## config.mk

```make
export PLATFORM = sky130hd
export DESIGN_NAME = rle_sprite_row_clip_blitter_core
export DESIGN_NICKNAME = d
export VERILOG_FILES = /design/src/rtl/core/rsrcb_pkg.sv /design/src/rtl/core/rsrcb_step.sv /design/src/rtl/core/rle_sprite_row_clip_blitter_core.sv
export SDC_FILE = /design/constraint.sdc
export NUM_CORES = 1
export LEC_CHECK = 0
export BUFFER_PORTS_ARGS = -buffer_cell sky130_fd_sc_hd__buf_2
export CORE_MARGIN = 10
export CORE_UTILIZATION = 40
export DETAILED_ROUTE_END_ITERATION = 10
export PLACE_DENSITY_LB_ADDON = 0.08
export SLEW_MARGIN = 40
export SYNTH_ARGS = -nofsm -noshare
export SYNTH_HDL_FRONTEND = slang
export SYNTH_SLANG_ARGS = --single-unit
```

## constraint.sdc

```tcl
create_clock -name clock -period 15.45 [get_ports clock]
set_input_delay 1.545 -clock clock [delete_from_list [all_inputs] [get_ports clock]]
set_output_delay 1.545 -clock clock [all_outputs]
set_load 0.01 [all_outputs]
```

## src/rtl/core/rsrcb_pkg.sv

```systemverilog
// Package for the run-length sprite row blitter core.
// Holds field widths, register indexes, reset values and the shared structs.
// No dependencies.
package rsrcb_pkg;

   // Widths of the transaction fields and configuration registers
   localparam int AddrBitsDefault = 20;
   localparam int FieldAddrBits   = 20;
   localparam int ByteBits        = 8;
   localparam int PitchBits       = 12;
   localparam int WidthBits       = 8;
   localparam int RunBits         = 7;
   localparam int BackBits        = 13;
   localparam int CsrIndexBits    = 2;
   localparam int CsrDataBits     = 20;

   // Register indexes on the configuration port
   localparam logic [CsrIndexBits-1:0] CSR_LINE_PITCH   = 2'd0;
   localparam logic [CsrIndexBits-1:0] CSR_SPRITE_WIDTH = 2'd1;
   localparam logic [CsrIndexBits-1:0] CSR_CLIP_LOW     = 2'd2;
   localparam logic [CsrIndexBits-1:0] CSR_CLIP_HIGH    = 2'd3;

   // Reset values of the configuration registers
   localparam logic [PitchBits-1:0]     LinePitchReset   = 12'd768;
   localparam logic [WidthBits-1:0]     SpriteWidthReset = 8'd22;
   localparam logic [FieldAddrBits-1:0] ClipLowReset     = 20'd160512;
   localparam logic [FieldAddrBits-1:0] ClipHighReset    = 20'd360192;

   // A header byte with this bit set is a transparent skip
   localparam int SkipFlagBit = 7;
   // A skip of byte b covers SkipBase - b pixels
   localparam logic [ByteBits:0] SkipBase = 9'd256;

   typedef struct packed {
      logic [PitchBits-1:0]     line_pitch;
      logic [WidthBits-1:0]     sprite_width;
      logic [FieldAddrBits-1:0] clip_low;
      logic [FieldAddrBits-1:0] clip_high;
   } cfg_type;

   typedef struct packed {
      logic [ByteBits-1:0]      data_byte;
      logic                     frame_start;
      logic [FieldAddrBits-1:0] start_addr;
   } req_type;

endpackage

```

## src/rtl/core/rsrcb_step.sv

```systemverilog
// Next-state and result logic for one byte of a run-length sprite frame.
// Purely combinational; depends on rsrcb_pkg.
module rsrcb_step #(
   parameter int ADDR_BITS = rsrcb_pkg::AddrBitsDefault
) (
   input  rsrcb_pkg::cfg_type                       cfg,
   input  rsrcb_pkg::req_type                       req,
   input  logic [ADDR_BITS-1:0]                     cur_addr,
   input  logic [rsrcb_pkg::WidthBits-1:0]          cols_left,
   input  logic [rsrcb_pkg::RunBits-1:0]            run_left,
   input  logic                                     run_visible,
   output logic [ADDR_BITS-1:0]                     cur_addr_next,
   output logic [rsrcb_pkg::WidthBits-1:0]          cols_left_next,
   output logic [rsrcb_pkg::RunBits-1:0]            run_left_next,
   output logic                                     run_visible_next,
   output logic                                     produce,
   output logic [rsrcb_pkg::FieldAddrBits-1:0]      write_addr
);
   import rsrcb_pkg::*;

   localparam int CmpBits  = (ADDR_BITS > FieldAddrBits) ? ADDR_BITS : FieldAddrBits;
   localparam int BackCmp  = (ADDR_BITS > BackBits) ? ADDR_BITS : BackBits;

   logic [ADDR_BITS-1:0] addr_base;
   logic [WidthBits-1:0] cols_base;
   logic [RunBits-1:0]   run_base;
   logic                 vis_base;
   logic [ADDR_BITS-1:0] addr_mid;
   logic [WidthBits-1:0] cols_mid;
   logic                 row_check;
   logic [WidthBits-1:0] lit_len;
   logic [WidthBits-1:0] skip_len;
   logic [BackBits-1:0]  back;
   logic [BackCmp-1:0]   addr_wide;
   logic [BackCmp-1:0]   back_wide;
   logic                 in_window;

   // Row step back and run lengths
   assign back      = BackBits'(cfg.line_pitch) + BackBits'(cfg.sprite_width);
   assign lit_len   = {1'b0, req.data_byte[RunBits-1:0]};
   assign skip_len  = WidthBits'(SkipBase - {1'b0, req.data_byte});
   assign back_wide = BackCmp'(back);

   always_comb begin
      // A frame start reloads the address and drops any pending run
      addr_base = cur_addr;
      cols_base = cols_left;
      run_base  = run_left;
      vis_base  = run_visible;
      if (req.frame_start) begin
         addr_base = ADDR_BITS'(req.start_addr);
         cols_base = cfg.sprite_width;
         run_base  = '0;
         vis_base  = 1'b0;
      end

      // A run is drawn only when it starts inside the clip window
      in_window = (CmpBits'(addr_base) >= CmpBits'(cfg.clip_low)) &&
                  (CmpBits'(addr_base) <= CmpBits'(cfg.clip_high));

      addr_mid         = addr_base;
      cols_mid         = cols_base;
      run_left_next    = run_base;
      run_visible_next = vis_base;
      row_check        = 1'b0;
      produce          = 1'b0;

      if (!req.frame_start && (run_left != '0)) begin
         // Literal pixel of an open run
         produce       = run_visible;
         addr_mid      = addr_base + ADDR_BITS'(1'b1);
         run_left_next = run_base - RunBits'(1'b1);
         row_check     = (run_left_next == '0);
      end else if (!req.data_byte[SkipFlagBit]) begin
         // Literal run header; a zero-length run only checks for row end
         if (lit_len == '0) begin
            row_check = 1'b1;
         end else begin
            cols_mid         = (cols_base >= lit_len) ? (cols_base - lit_len) : '0;
            run_visible_next = in_window;
            run_left_next    = req.data_byte[RunBits-1:0];
         end
      end else begin
         // Transparent skip
         addr_mid  = addr_base + ADDR_BITS'(skip_len);
         cols_mid  = (cols_base >= skip_len) ? (cols_base - skip_len) : '0;
         row_check = 1'b1;
      end

      // Row end: step up one row, saturating at address zero
      addr_wide      = BackCmp'(addr_mid);
      cur_addr_next  = addr_mid;
      cols_left_next = cols_mid;
      if (row_check && (cols_mid == '0)) begin
         cur_addr_next  = (addr_wide >= back_wide) ?
                          ADDR_BITS'(addr_wide - back_wide) : '0;
         cols_left_next = cfg.sprite_width;
      end
   end

   assign write_addr = FieldAddrBits'(cur_addr);

endmodule

```

## src/rtl/core/rle_sprite_row_clip_blitter_core.sv

```systemverilog
// Top level of the run-length sprite row blitter with vertical clip.
// Depends on rsrcb_pkg and rsrcb_step.

// Decodes a transparent run-length sprite frame, one encoded byte per
// transaction, into frame-buffer pixel writes. The block takes one byte every
// clock cycle while the output is free or being taken; each byte passes the
// input register and its write the output register. Throughput is set by the
// step logic that updates the address, column and run state. Each byte is
// held in an input register, the step logic works out the new state and any
// pixel write, and the write sits in an output register; the input side keeps
// moving while the output is free or being taken. Configuration writes are
// always ready and must be issued while no bytes are in flight.
module rle_sprite_row_clip_blitter_core #(
   parameter int ADDR_BITS = rsrcb_pkg::AddrBitsDefault
) (
   input  logic                                    clock,
   input  logic                                    reset,
   // Encoded byte input
   input  logic                                    req_valid,
   output logic                                    req_stall,
   input  logic [rsrcb_pkg::ByteBits-1:0]          req_data_byte,
   input  logic                                    req_frame_start,
   input  logic [rsrcb_pkg::FieldAddrBits-1:0]     req_start_addr,
   // Pixel write output
   output logic                                    rsp_valid,
   input  logic                                    rsp_stall,
   output logic [rsrcb_pkg::FieldAddrBits-1:0]     rsp_write_addr,
   output logic [rsrcb_pkg::ByteBits-1:0]          rsp_pixel_value,
   // Configuration writes
   input  logic                                    csr_valid,
   output logic                                    csr_ready,
   input  logic [rsrcb_pkg::CsrIndexBits-1:0]      csr_index,
   input  logic [rsrcb_pkg::CsrDataBits-1:0]       csr_data
);
   import rsrcb_pkg::*;

   cfg_type                  cfg_ff;
   req_type                  req_ff;
   logic                     req_valid_ff;
   logic [ADDR_BITS-1:0]     cur_addr_ff;
   logic [WidthBits-1:0]     cols_left_ff;
   logic [RunBits-1:0]       run_left_ff;
   logic                     run_visible_ff;
   logic                     rsp_valid_ff;
   logic [FieldAddrBits-1:0] rsp_write_addr_ff;
   logic [ByteBits-1:0]      rsp_pixel_value_ff;

   logic [ADDR_BITS-1:0]     cur_addr_in;
   logic [WidthBits-1:0]     cols_left_in;
   logic [RunBits-1:0]       run_left_in;
   logic                     run_visible_in;
   logic                     produce;
   logic [FieldAddrBits-1:0] step_write_addr;
   logic                     out_free;
   logic                     step_go;
   logic                     req_take;

   // Handshake control
   assign out_free  = !rsp_valid_ff || !rsp_stall;
   assign step_go   = req_valid_ff && out_free;
   assign req_stall = req_valid_ff && !out_free;
   assign req_take  = req_valid && !req_stall;
   assign csr_ready = 1'b1;

   // Configuration registers
   always_ff @(posedge clock) begin
      if (reset) begin
         cfg_ff.line_pitch   <= LinePitchReset;
         cfg_ff.sprite_width <= SpriteWidthReset;
         cfg_ff.clip_low     <= ClipLowReset;
         cfg_ff.clip_high    <= ClipHighReset;
      end else if (csr_valid && csr_ready) begin
         case (csr_index)
            CSR_LINE_PITCH:   cfg_ff.line_pitch   <= csr_data[PitchBits-1:0];
            CSR_SPRITE_WIDTH: cfg_ff.sprite_width <= csr_data[WidthBits-1:0];
            CSR_CLIP_LOW:     cfg_ff.clip_low     <= csr_data[FieldAddrBits-1:0];
            CSR_CLIP_HIGH:    cfg_ff.clip_high    <= csr_data[FieldAddrBits-1:0];
            default: begin
            end
         endcase
      end
   end

   // Input register
   always_ff @(posedge clock) begin
      if (reset) begin
         req_valid_ff <= 1'b0;
      end else if (!req_stall) begin
         req_valid_ff <= req_valid;
      end
   end

   always_ff @(posedge clock) begin
      if (req_take) begin
         req_ff.data_byte   <= req_data_byte;
         req_ff.frame_start <= req_frame_start;
         req_ff.start_addr  <= req_start_addr;
      end
   end

   // Step logic for the registered byte
   rsrcb_step #(
      .ADDR_BITS (ADDR_BITS)
   ) u_step (
      .cfg              (cfg_ff),
      .req              (req_ff),
      .cur_addr         (cur_addr_ff),
      .cols_left        (cols_left_ff),
      .run_left         (run_left_ff),
      .run_visible      (run_visible_ff),
      .cur_addr_next    (cur_addr_in),
      .cols_left_next   (cols_left_in),
      .run_left_next    (run_left_in),
      .run_visible_next (run_visible_in),
      .produce          (produce),
      .write_addr       (step_write_addr)
   );

   // Decoder state
   always_ff @(posedge clock) begin
      if (reset) begin
         cur_addr_ff    <= '0;
         cols_left_ff   <= '0;
         run_left_ff    <= '0;
         run_visible_ff <= 1'b0;
      end else if (step_go) begin
         cur_addr_ff    <= cur_addr_in;
         cols_left_ff   <= cols_left_in;
         run_left_ff    <= run_left_in;
         run_visible_ff <= run_visible_in;
      end
   end

   // Output register
   always_ff @(posedge clock) begin
      if (reset) begin
         rsp_valid_ff <= 1'b0;
      end else if (out_free) begin
         rsp_valid_ff <= step_go && produce;
      end
   end

   always_ff @(posedge clock) begin
      if (step_go && produce) begin
         rsp_write_addr_ff  <= step_write_addr;
         rsp_pixel_value_ff <= req_ff.data_byte;
      end
   end

   assign rsp_valid       = rsp_valid_ff;
   assign rsp_write_addr  = rsp_write_addr_ff;
   assign rsp_pixel_value = rsp_pixel_value_ff;

`ifndef SYNTHESIS
   // A pixel write appears only after a byte has left the input register.
   a_rsp_from_step: assert property (@(posedge clock) disable iff (reset)
      $rose(rsp_valid) |-> $past(step_go))
      else $error("pixel write appeared without a decoded byte");

   // A pixel of a visible run always gives a write.
   a_visible_pixel: assert property (@(posedge clock) disable iff (reset)
      (step_go && !req_ff.frame_start && (run_left_ff != '0) && run_visible_ff)
      |=> rsp_valid)
      else $error("visible literal pixel gave no write");

   // A nonzero literal header opens a run.
   a_run_opens: assert property (@(posedge clock) disable iff (reset)
      (step_go && (req_ff.frame_start || (run_left_ff == '0)) &&
       !req_ff.data_byte[SkipFlagBit] && (req_ff.data_byte[RunBits-1:0] != '0))
      |=> (run_left_ff != '0))
      else $error("literal header did not open a run");
`endif

endmodule
```

Word level (Yosys, flattened, before mapping):

Index checks and enable logic that the tools add are counted.

* flip-flop bits (word level): 155
* logic and storage cells: 77

* muxes and demuxes: 24
* add/sub/neg operators: 8
* equality and inequality tests: 3
* magnitude comparators: 5
* reductions and logical operators: 22

Operator list (number)
* $mux 20: 5
* $mux 8: 7
* $mux 7: 4
* $add 20x1->20 const B: 1
* $add 20x8->20: 1
* $ge 20x13->1: 1
* $ge 20x20->1: 1
* $le 20x20->1: 1
* $sub 20x13->20: 1
* $logic_not 8->1: 2
* $add 12x8->13: 1
* $ge 8x7->1: 1
* $ge 8x8->1: 1
* $mux 1: 8
* $reduce_and 2->1: 4
* $sub 1x8->8 const A: 1
* $sub 8x7->8: 1
* $sub 8x8->8: 1
* $logic_and 1x1->1: 7
* $logic_not 7->1: 1
* $reduce_bool 7->1: 1
* $sub 7x1->7 const B: 1
* $logic_not 1->1: 5
* $eq 2x2->1 const B: 2
* other kinds (3): 3

Longest topological paths before layout:

* depth in word-level cells: 9
* depth in mapped cells: 26
* depth with buffers taken out: 21

Hierarchy:

Synthesis repeated with hierarchy kept, for this count alone.

* cells, all modules: 1222
* area total of the unflattened synthesis: 11332.1 µm²

Modules (own cells, without submodules)
* rle_sprite_row_clip_blitter_core: cells an instance 459, times used 1, sequential area each 3673.5 µm², area an instance 5799.3 µm²
* rsrcb_step: cells an instance 763, times used 1, sequential area each 0.0 µm², area an instance 5532.8 µm²

Worst setup path before layout:

Ideal clock, no wire load.

* path type: register -> register
* from: register req_ff[20] in the netlist's numbering
* to: register cur_addr_ff[17]
* stages on the path, launching flop included: 26
* clock period less this slack: 5623 ps
* setup slack: 9827 ps
* data arrival time: 5540 ps
* path buffers: 6
* cells stage by stage: edfxtp_1 > buf_6 > buf_4 > buf_2 > buf_2 > buf_2 > buf_1 > mux2_2 > ha_1 > a21o_1 > a21oi_1 > o221a_2 > o41ai_2 > xor2_1 > a211oi_1 > a21oi_1 > ha_1 > a21oi_1 > nor3b_1 > o211ai_1 > a31oi_1 > o21ai_0 > nor3_2 > nand3_1 > or3_1 > o221ai_1

* cells in the longest elaborated chain, start to end: 9

Ends and longest elaborated chain
* start, declared: RTL line rle_sprite_row_clip_blitter_core.sv:38 `req_type req_ff;`
* parallel branches: the longest is 8 deep, another holds $add 20x8->20
* $mux 20 *: RTL line rsrcb_step.sv:94 `if (row_check && (cols_mid == '0)) begin`
* end signal, assigned: RTL line rle_sprite_row_clip_blitter_core.sv:127 `cur_addr_ff <= cur_addr_in;`
* end, declared: RTL line rle_sprite_row_clip_blitter_core.sv:40 `logic [ADDR_BITS-1:0] cur_addr_ff;`

Mark *: on every way between the ends.
A chain may end at the register's enable or synchronous reset.

Final worst setup path:

* from: register req_ff[22] in the netlist's numbering
* to: register cur_addr_ff[17]

* cells in the longest elaborated chain, start to end: 8

Ends and longest elaborated chain (RTL line)
* parallel branches: the longest is 7 deep, another holds $add 20x8->20
* $mux 20 *: rsrcb_step.sv:94

Marks and branches as above.

==> impl_metrics.tcl <==
set metrics [dict create \
    status "finished, final reports clean" \
    cp_slowest_cell "and2_1" \
    yosysMostFrequentCell "nand2_1" \
    post-cts-setup-buffers 0 \
    gr-usage-met1_pct 28.5 \
    synthArstFlopShare_pct 0 \
    r2r_start "req_ff[22]$_DFFE_PP_" \
    fp.dieArea_um2 33500 \
    vias 9257 \
    synth-xor-area-share_pct 5.40 \
    r2r-end "cur_addr_ff[17]$_SDFFE_PP0P_" \
    met3_usage_pct 3.20 \
    min_path_cells 2 \
    timing_worst_setup_path_type "reg -> reg" \
    drt-total-wl_um 33300 \
    rsz0062_at_grt "no" \
    synthTopCellsByArea "dfxtp_1, edfxtp_1, ha_1" \
    synth_edf_count 57 \
    place_hpwl_um 24900 \
    cp-endpoint "cur_addr_ff[17]$_SDFFE_PP0P_" \
    start_kind "register" \
    antenna_left 0 \
    max_stage_delay_ns 0.58 \
    yosysWarnings 0 \
    syn-num-nets 1361 \
    clockRootBuffer "clkbuf_16" \
    post-synth-top-area-cell "dfxtp_1" \
    area_growth_pct 12.3 \
    yosysUniqueCellTypes 94 \
    die_y_um 183 \
    required_ns 15.81 \
    clock.fmax_mhz 175 \
    synth_top_family_by_area "compound AO/OA/AOI/OAI gates" \
    worstPathArrival_ns 6.09 \
    wl_per_cell_um 20.5 \
    synth_area_per_cell_um2 8.71 \
    nets 1421 \
    period_needed_ns 5.73 \
    finalHoldViolations 0 \
    cts_resized 0 \
    hold_buffers 0 \
    core_um2 26100 \
    rr_worst_depth 21 \
    synth_cells 1220 \
    numCtsBuffers 17 \
    setup_viol 0 \
    path_common_cell "ha_1" \
    ys_top_cells_by_count "nand2_1, a21oi_1, dfxtp_1" \
    worst_slew_pin_slew_ns 0.872 \
    grt_use_met2_pct 29.9 \
    grt_pass1_vias 8982 \
    drv_cap 0 \
    synth-compound-area-share_pct 22.2 \
    h-tree-depth 4 \
    cts_tree "built" \
    clkSinkCount 155 \
    startpoint "req_ff[22]$_DFFE_PP_" \
    io_buffer_count 85 \
    synth_fa_ha_area_share_pct 10.6 \
    fin_crit_sh_pct 37.1 \
    die_w_um 183 \
    synth-simple-area-share_pct 17.7 \
    power_mw 1.31 \
    grtUsageTotal_pct 19.8 \
    cts.reportedPaths.clkPinSlew_ns 0.07 \
    drc 0 \
    cp_max_fo 14 \
    finalWeightedCongestion 0.877 \
    grt_overflow 0 \
    synth_mux_area_share_pct 3.92 \
    critPathCaptureType "register" \
    antenna_cells 0 \
    r2r_slack_ns 9.72 \
    setup_tns_ns 0 \
    critical_path.cell_chain "inv_1, ha_1, nor2b_1, and2_1, nor2_1, ha_1, a41oi_1, o41ai_2, xor2_1, a211oi_1, a21oi_1, ha_1, a21oi_1, nor3b_1, o211ai_1, a31oi_1, o21ai_0, nor3_2, nand3_1, or3_1, o221ai_1" \
    drv_slew 0 \
    clk-insertion-delay-late_ns 0.44 \
    drive_above_1_share_pct 13.4 \
    top_usage_layer "met2" \
    ys.flop_type "dfxtp_1" \
    syn-cell-area_um2 10600 \
    irDropWorstVdd_mv 0.0740 \
    synth_top_cell_area_share_pct 18.5 \
    via_per_inst 5.69 \
    drt_iter0_markers 884 \
    antenna_found_initial 0 \
    powerDensity_nw_per_um2 110 \
    power_leakage_nw 4.96 \
    hold_class "reg -> reg" \
    ys_seq_elements 155 \
    grt_max_degree 57 \
    fin_skew_ns 0.0118 \
    ios 87 \
    slew_headroom_pct 40.2 \
    initial_utilization_pct 40.7 \
    hold_ws_ns 0.455 \
    first_pass_iters 5 \
    ys_seq_area_share_pct 34.6 \
    clk_path_buf_depth 2 \
    grt_pass1_wl_um 52400 \
    rows 59 \
]
[how the worst min path moves through the flow]
stage / start / slack, ns / endpoint
detailed placement: cur_addr_ff[18]$_SDFFE_PP0P_ / 0.44 / rsp_write_addr[18]$_DFFE_PP_
floorplan: req_ff[25]$_DFFE_PP_ / 0.42 / rsp_pixel_value[4]$_DFFE_PP_
global placement: cur_addr_ff[19]$_SDFFE_PP0P_ / 0.44 / rsp_write_addr[19]$_DFFE_PP_
CTS: cur_addr_ff[18]$_SDFFE_PP0P_ / 0.45 / rsp_write_addr[18]$_DFFE_PP_
finish: cfg_ff[39]$_SDFFE_PP0P_ / 0.46 / cfg_ff[39]$_SDFFE_PP0P_
global route: cur_addr_ff[18]$_SDFFE_PP0P_ / 0.46 / rsp_write_addr[18]$_DFFE_PP_
[metrics by stage]
stage / cells / setup slack [ns] / cell area (um^2) / utilization [%]
6_report: 1627 / 9.72 / 11900 / 45.7
5_1_grt: 1627 / 9.35 / 11900 / 45.7
4_1_cts: 1627 / 9.64 / 11900 / 45.7
3_5_place_dp: 1596 / 9.66 / 11300 / 43.3
3_3_place_gp: 1595 / 9.85 / 11300 / 43.2
2_1_floorplan: 1220 / 9.83 / 10600 / -
[cell type report]
type	instances	area (um^2)
multi-input combinational	921	6370
sequential	155	3670
timing repair buffer	96	528
inverter	89	334
tap	335	419
clock buffer	24	537
fill	2610	14200
clock inverter	7	75.1
[cells by family after synthesis]
| kind of cell | Yosys count |
|---|---|
| flops | 155 |
| fa+ha+maj | 87 |
| mux | 40 |
| other cells | 1 |
| xor+xnor | 56 |
| compound gates | 354 |
| simple gates | 383 |
| buf+inv | 144 |
[state kept, by name, summed over array words and instances, names as in the netlist]
signal           cells
run_left_ff          7
rsp_write_addr      20
rsp_valid            1
cur_addr_ff         20
run_visible_ff       1
req_valid_ff         1
req_ff              29
cfg_ff              60
cols_left_ff         8
rsp_pixel_value      8
[power breakdown]
part	switching [mW]	total, mW	internal [mW]
registers	0.0192	0.463	0.444
clock network	0.181	0.442	0.260
logic	0.252	0.407	0.156
[per-layer routing]
metal	vias up	routed length (um)
li1	4550	-
met4	0	466
met2	295	14400
met1	4379	16300
met5	-	0
met3	33	2130
[critical path, delay by kind of cell (launching register included)]
kind | cells | cell delay (ns)
AO/OA/AOI/OAI | 9 | 1.72
buffers and inverters | 1 | 0.22
AND/OR/NAND/NOR | 7 | 1.96
flip-flops | 1 | 0.53
XOR/XNOR | 1 | 0.16
adder cells (fa/ha/maj) | 3 | 1.03
[placed cells by master (no fill, tap or decap), types with 26 or more instances in the layout]
cell type,Yosys,final
nand2_1,152,152
nor2_1,66,66
nor3_1,26,26
edfxtp_1,57,57
o21ai_0,63,63
dfxtp_1,98,98
ha_1,80,80
o211ai_1,26,26
a21oi_1,115,114
nand3_1,44,44
xnor2_1,36,36
mux2i_1,29,29
buf_2,8,85
inv_1,88,88
Note: power is estimated with default switching activity, not from simulation.
